## config.mk

```make
export PLATFORM = sky130hd
export DESIGN_NAME = unsigned_restoring_divider
export DESIGN_NICKNAME = d
export VERILOG_FILES = /design/src/sv/urd_pkg.sv /design/src/sv/urd_cell.sv /design/src/sv/unsigned_restoring_divider.sv
export SDC_FILE = /design/constraint.sdc
export NUM_CORES = 2
export LEC_CHECK = 0
export BUFFER_PORTS_ARGS = -buffer_cell sky130_fd_sc_hd__buf_2
export CAP_MARGIN = 20
export CORE_ASPECT_RATIO = 0.9
export CORE_UTILIZATION = 45
export CTS_CLUSTER_SIZE = 28
export DETAILED_ROUTE_END_ITERATION = 8
export PLACE_DENSITY_LB_ADDON = 0.25
export RECOVER_POWER = 50
export SLEW_MARGIN = 10
export SYNTH_ARGS = -nofsm -noshare
export SYNTH_HDL_FRONTEND = slang
export SYNTH_SLANG_ARGS = --single-unit
```

## constraint.sdc

```tcl
create_clock -name clk -period 9.2 [get_ports clk]
set_input_delay 0.46 -clock clk [delete_from_list [all_inputs] [get_ports clk]]
set_output_delay 0.46 -clock clk [all_outputs]
set_load 0.02 [all_outputs]
```

## src/sv/urd_pkg.sv

```systemverilog
`timescale 1ns / 1ps
// ----------------------------------------------------------------------------
// urd_pkg
// Shared widths and the beat carried from cell to cell in the divider chain.
// ----------------------------------------------------------------------------
package urd_pkg;

	localparam int DATA_WIDTH  = 32;
	localparam int IN_TDATA_W  = ((2 * DATA_WIDTH + 7) / 8) * 8;
	localparam int OUT_TDATA_W = ((DATA_WIDTH + 7) / 8) * 8;

	// nq holds the dividend bits still to be consumed (upper part) and the
	// quotient bits already produced (lower part), shifting left one per cell.
	typedef struct packed {
		logic [DATA_WIDTH-1:0] rem;
		logic [DATA_WIDTH-1:0] nq;
		logic [DATA_WIDTH-1:0] den;
	} urd_beat_t;

endpackage

```

## src/sv/urd_cell.sv

```systemverilog
`timescale 1ns / 1ps
// ----------------------------------------------------------------------------
// urd_cell
// One restoring-division step: shift in the next dividend bit, trial
// subtract the divisor, keep or restore, and register the result.
// ----------------------------------------------------------------------------
module urd_cell
	import urd_pkg::*;
(
	input  logic      clk,
	input  logic      arst_n,
	input  logic      in_valid,
	output logic      in_ready,
	input  urd_beat_t in_beat,
	output logic      out_valid,
	input  logic      out_ready,
	output urd_beat_t out_beat
);

	logic              valid_q;
	urd_beat_t         beat_q;
	urd_beat_t         nxt;
	logic [DATA_WIDTH+1:0] trial;
	logic              take;

	always_comb begin
		trial = {1'b0, in_beat.rem, in_beat.nq[DATA_WIDTH-1]} - {2'b00, in_beat.den};
		take  = ~trial[DATA_WIDTH+1];
		nxt.den = in_beat.den;
		nxt.rem = take ? trial[DATA_WIDTH-1:0]
		               : {in_beat.rem[DATA_WIDTH-2:0], in_beat.nq[DATA_WIDTH-1]};
		nxt.nq  = {in_beat.nq[DATA_WIDTH-2:0], take};
	end

	assign in_ready  = ~valid_q | out_ready;
	assign out_valid = valid_q;
	assign out_beat  = beat_q;

	always_ff @(posedge clk or negedge arst_n) begin
		if (!arst_n) begin
			valid_q <= 1'b0;
		end else if (in_ready) begin
			valid_q <= in_valid;
		end
	end

	// advance payload only on an accepted beat
	always_ff @(posedge clk) begin
		if (in_ready && in_valid) begin
			beat_q <= nxt;
		end
	end

endmodule

```

## src/sv/unsigned_restoring_divider.sv

```systemverilog
`timescale 1ns / 1ps
// ----------------------------------------------------------------------------
// unsigned_restoring_divider
// Pipelined unsigned restoring divider built from a chain of one-bit cells.
// ----------------------------------------------------------------------------
// Takes one dividend/divisor pair per beat and returns the unsigned quotient,
// truncated toward zero; a zero divisor returns all ones and raises no flag.
// The chain has DATA_WIDTH cells (32), each resolving one quotient bit and
// registering its result, and a new pair is accepted every cycle while the
// output is not stalled or the chain still has a gap. Each cell has
// its own valid bit and ready, so gaps in the chain close up while the
// output is stalled, and the last cell serves as the output register.
module unsigned_restoring_divider
	import urd_pkg::*;
(
	input  logic                   clk,
	input  logic                   arst_n,
	input  logic                   s_axis_tvalid,
	output logic                   s_axis_tready,
	input  logic [IN_TDATA_W-1:0]  s_axis_tdata,  // dividend, divisor
	output logic                   m_axis_tvalid,
	input  logic                   m_axis_tready,
	output logic [OUT_TDATA_W-1:0] m_axis_tdata   // quotient
);

	logic      valid [0:DATA_WIDTH];
	logic      ready [0:DATA_WIDTH];
	urd_beat_t beat  [0:DATA_WIDTH];

	assign valid[0]      = s_axis_tvalid;
	assign s_axis_tready = ready[0];
	assign beat[0].rem   = '0;
	assign beat[0].nq    = s_axis_tdata[DATA_WIDTH-1:0];
	assign beat[0].den   = s_axis_tdata[2*DATA_WIDTH-1:DATA_WIDTH];

	for (genvar i = 0; i < DATA_WIDTH; i++) begin : g_cell
		urd_cell u_cell (
			.clk      (clk),
			.arst_n   (arst_n),
			.in_valid (valid[i]),
			.in_ready (ready[i]),
			.in_beat  (beat[i]),
			.out_valid(valid[i+1]),
			.out_ready(ready[i+1]),
			.out_beat (beat[i+1])
		);
	end

	assign ready[DATA_WIDTH] = m_axis_tready;
	assign m_axis_tvalid     = valid[DATA_WIDTH];
	assign m_axis_tdata      = OUT_TDATA_W'(beat[DATA_WIDTH].nq);

	logic all_full;

	always_comb begin
		all_full = 1'b1;
		for (int k = 1; k <= DATA_WIDTH; k++) begin
			all_full = all_full & valid[k];
		end
	end

	a_ready_chain: assert property (@(posedge clk) disable iff (!arst_n)
		s_axis_tready == (!all_full || m_axis_tready))
		else $error("input ready disagrees with chain occupancy");

	a_zero_div: assert property (@(posedge clk) disable iff (!arst_n)
		m_axis_tvalid && (beat[DATA_WIDTH].den == '0) |->
		(beat[DATA_WIDTH].nq == {DATA_WIDTH{1'b1}}))
		else $error("zero divisor did not give all-ones quotient");

	a_rem_bound: assert property (@(posedge clk) disable iff (!arst_n)
		m_axis_tvalid && (beat[DATA_WIDTH].den != '0) |->
		(beat[DATA_WIDTH].rem < beat[DATA_WIDTH].den))
		else $error("final remainder not below divisor");

endmodule
```

==> flow_metrics.py <==
metrics = {
    "timing": {
        "tns_ns": 0,
        "fin_ws_ns": 3.28,
        "slew_violations": 981,
        "fmax_mhz": 169,
        "worst-slew-pin-transition_ns": 3.77,
        "setup-violations-final": 0,
        "relSlewSlack_pct": -152,
        "fin_worst_skew_ns": 0.0462,
        "rsz0062_at_grt": "no",
        "finalHoldViolations": 0,
        "min_period_over_period_pct": 64.4,
        "fin_crit_ns": 5.92,
    },
    "synth": {
        "ys_types": 122,
        "synth_cells": 12000,
        "synthArstFlopShare_pct": 1.05,
        "ys_seq_area_share_pct": 60.5,
        "avgSynthCellArea_um2": 12.5,
        "synth_top_area_cell": "edfxtp_1",
        "yosysTopAreaCellShare_pct": 60.0,
        "synth_area_leaders": "edfxtp_1 (60%), ha_1 (8.3%), a21oi_1 (3.1%), inv_1 (3.0%), xnor2_1 (2.4%)",
        "synth_seq_cells": 3040,
        "synth_ff_type": "edfxtp_1",
        "ys.warnings.count": 0,
        "syn_area_um2": 151000,
        "synth_edf_count": 3008,
    },
    "clock_tree": {
        "cts-root-buf": "clkbuf_16",
        "cts_buffer_depth": 4,
        "cts.clk_slew.worst_paths_ns": 0.06,
        "cts_made_buffers": 332,
        "clock_latency_ns": 0.93,
        "clock_sink_count": 3040,
        "tritoncts": "built",
        "cts_max_level": 5,
    },
    "die": {
        "dieArea_um2": 337000,
        "rows": 201,
        "start_util_pct": 45.2,
        "die_h_um": 551,
        "die_x_um": 612,
        "fp.coreArea_um2": 333000,
        "ios": 102,
    },
    "layout": {
        "post-route-util_pct": 50.4,
        "nets": 13500,
        "fin_cells": 17200,
        "drive_gt1_share_pct": 8.31,
        "nFillCells": 28400,
        "synthToLayoutAreaGrowth_pct": 11.4,
    },
    "critical_path": {
        "start_kind": "register",
        "r2r_start": "g_cell[30].u_cell.out_valid$_DFFE_PN0P_",
        "worstPathRequired_ns": 9.67,
        "startpoint": "g_cell[30].u_cell.out_valid$_DFFE_PN0P_",
        "worstSetupPathType": "reg -> reg",
        "worstSetupEndpointType": "register",
        "path_max_fanout": 51,
        "worstPathArrival_ns": 6.39,
    },
    "run_status": {
        "status": "finished with violations",
        "violations": "max-capacitance violations, max-slew violations",
    },
    "global_routing": {
        "top_usage_layer": "met2",
        "antenna_found_initial": 21,
        "grt_pass1_wl_mm": 521,
        "grtUsageMet2_pct": 33.0,
        "grt_pass1_vias": 92500,
        "grt_remaining_overflow": 0,
        "grt_start_max_net_pins": 86,
        "use_met3_pct": 2.22,
        "use_met1_pct": 26.4,
        "grt_use_total_pct": 19.6,
    },
    "route": {
        "wirelength_mm": 338,
        "drt_iter0_drc": 8036,
        "post_drt_via_cell_ratio": 5.43,
        "post-route-drc-count": 0,
        "drt_first_pass_iters": 6,
        "wire_per_inst_um": 19.6,
        "vias": 93300,
        "ant_nets": 0,
    },
    "power": {
        "p_leak_nw": 66.3,
        "max-vdd-ir-drop_uv": 200,
        "power_density_nw_per_um2": 352,
        "design_power_total_w": 0.0590,
    },
    "run": {
        "max_cap_viol_count": 23,
    },
    "place": {
        "gp_congestion": 0.932,
        "dp_slack_ns": 4.48,
        "dp.cells": 16500,
        "hpwl_mm": 253,
        "port_buffers": 101,
    },
    "hold_path": {
        "worstHoldStart": "s_axis_tdata[24]",
        "min_path_type": "in -> reg",
    },
}
## worst paths after layout
kind,end,depth (start not counted),slack (ns)
max,g_cell[28].u_cell.out_beat[40]$_DFFE_PP_,5,3.28
min,g_cell[0].u_cell.out_beat[57]$_DFFE_PP_,2,0.25
max reg2reg,g_cell[28].u_cell.out_beat[40]$_DFFE_PP_,5,3.28
min reg2reg,g_cell[11].u_cell.out_beat[42]$_DFFE_PP_,0,0.39
max in group asynchronous,g_cell[11].u_cell.out_valid$_DFFE_PN0P_,2,7.41
min in group asynchronous,g_cell[24].u_cell.out_valid$_DFFE_PN0P_,2,0.65
## report_power, final
group	internal, W	leakage (nW)	total, W	switching (W)
Clock	0.00748	5.15	0.0130	0.00551
Combinational	0.0101	31.6	0.0238	0.0137
Sequential	0.0201	29.6	0.0222	0.00210
Total	0.0378	66.3	0.0590	0.0213
## cells by family after synthesis
logic type	after synthesis	share of synthesized area [%]
buffers and inverters	1422	3.77
adder cells (fa/ha/maj)	1023	8.65
AO/OA/AOI/OAI	2980	12.6
multiplexers	299	2.28
other	1	0.00249
XOR/XNOR	735	4.28
AND/OR/NAND/NOR	2524	7.88
flip-flops	3040	60.5
## worst max-delay path, cell delays in order, from the launching register on
cell and delay, ns:
dfrtp_1 0.40, nand4b_1 0.16, inv_1 0.07, nand2_1 0.08
and2_0 2.42, clkbuf_1 2.18
## state kept, by name (all words and copies together) (netlist names)
signal and cells:
g_cell.u_cell.out_beat 3008, g_cell.u_cell.out_valid 32
## layer usage
layer / vias up / wire length [um] / part of all wire, %
met5: - / 0 / 0
met4: 0 / 11500 / 3.4
met3: 614 / 16900 / 5.0
met2: 2600 / 159000 / 47
met1: 45000 / 150000 / 44
li1: 45000 / - / -
## cells in the mapped netlist, drive strengths merged (18+ instances only)
cell,count
nor2,773
nor4,24
mux2i,26
nor3,165
or3,52
buf,116
a21boi,56
or2,56
and2,66
a31o,26
edfxtp,3008
o31ai,65
o211ai,50
clkbuf,80
dfrtp,32
nand2,761
and4,18
a31oi,92
nand2b,183
xor2,314
a2111oi,36
xnor2,421
nand3,127
a211oi,82
mux2,273
a21oi,942
o31a,42
o41ai,19
ha,993
o21bai,81
nor2b,125
a21o,340
o2111a,21
inv,1226
a211o,26
fa,30
o22ai,19
o21ai,749
nand4,53
o21a,175
and3,69
## timing repair
item                                    in CTS  in global routing
buffers inserted                             0                  0
hold buffers                                67                  0
resized for setup                            0                  0
endpoints found under the hold margin      101                  0
endpoints found under the setup margin       0                  0
## cells in the final DEF, fill, tap and decap left out, drive strengths merged, types with 183 or more instances in the layout
cell	Yosys	layout
a21oi	942	942
nand2	761	761
clkbuf	80	463
inv	1226	1252
nor2	773	773
xnor2	421	421
edfxtp	3008	3008
mux2	273	273
xor2	314	314
ha	993	993
nand2b	183	183
a21o	340	340
o21ai	749	749
## stage by stage
step | area [um2] | hold WS (ns)
2_1_floorplan | 151000 | 0.164
3_3_place_gp | 156000 | 0.400
3_5_place_dp | 157000 | 0.405
4_1_cts | 168000 | 0.156
5_1_grt | 168000 | 0.203
6_report | 168000 | 0.250
## cell type report
cell class                 instances  area, um2  share of cell area [%]
sequential                      3040      91100                    54.3
clock inverter                   214       1950                    1.16
tap                             4466       5590                    3.33
inverter                        1226       4600                    2.75
timing repair buffer             247       1660                   0.988
multi-input combinational       7576      54000                    32.2
clock buffer                     386       8630                    5.14
antenna                           38       95.1                  0.0567
(Power assumes the default switching activity.)
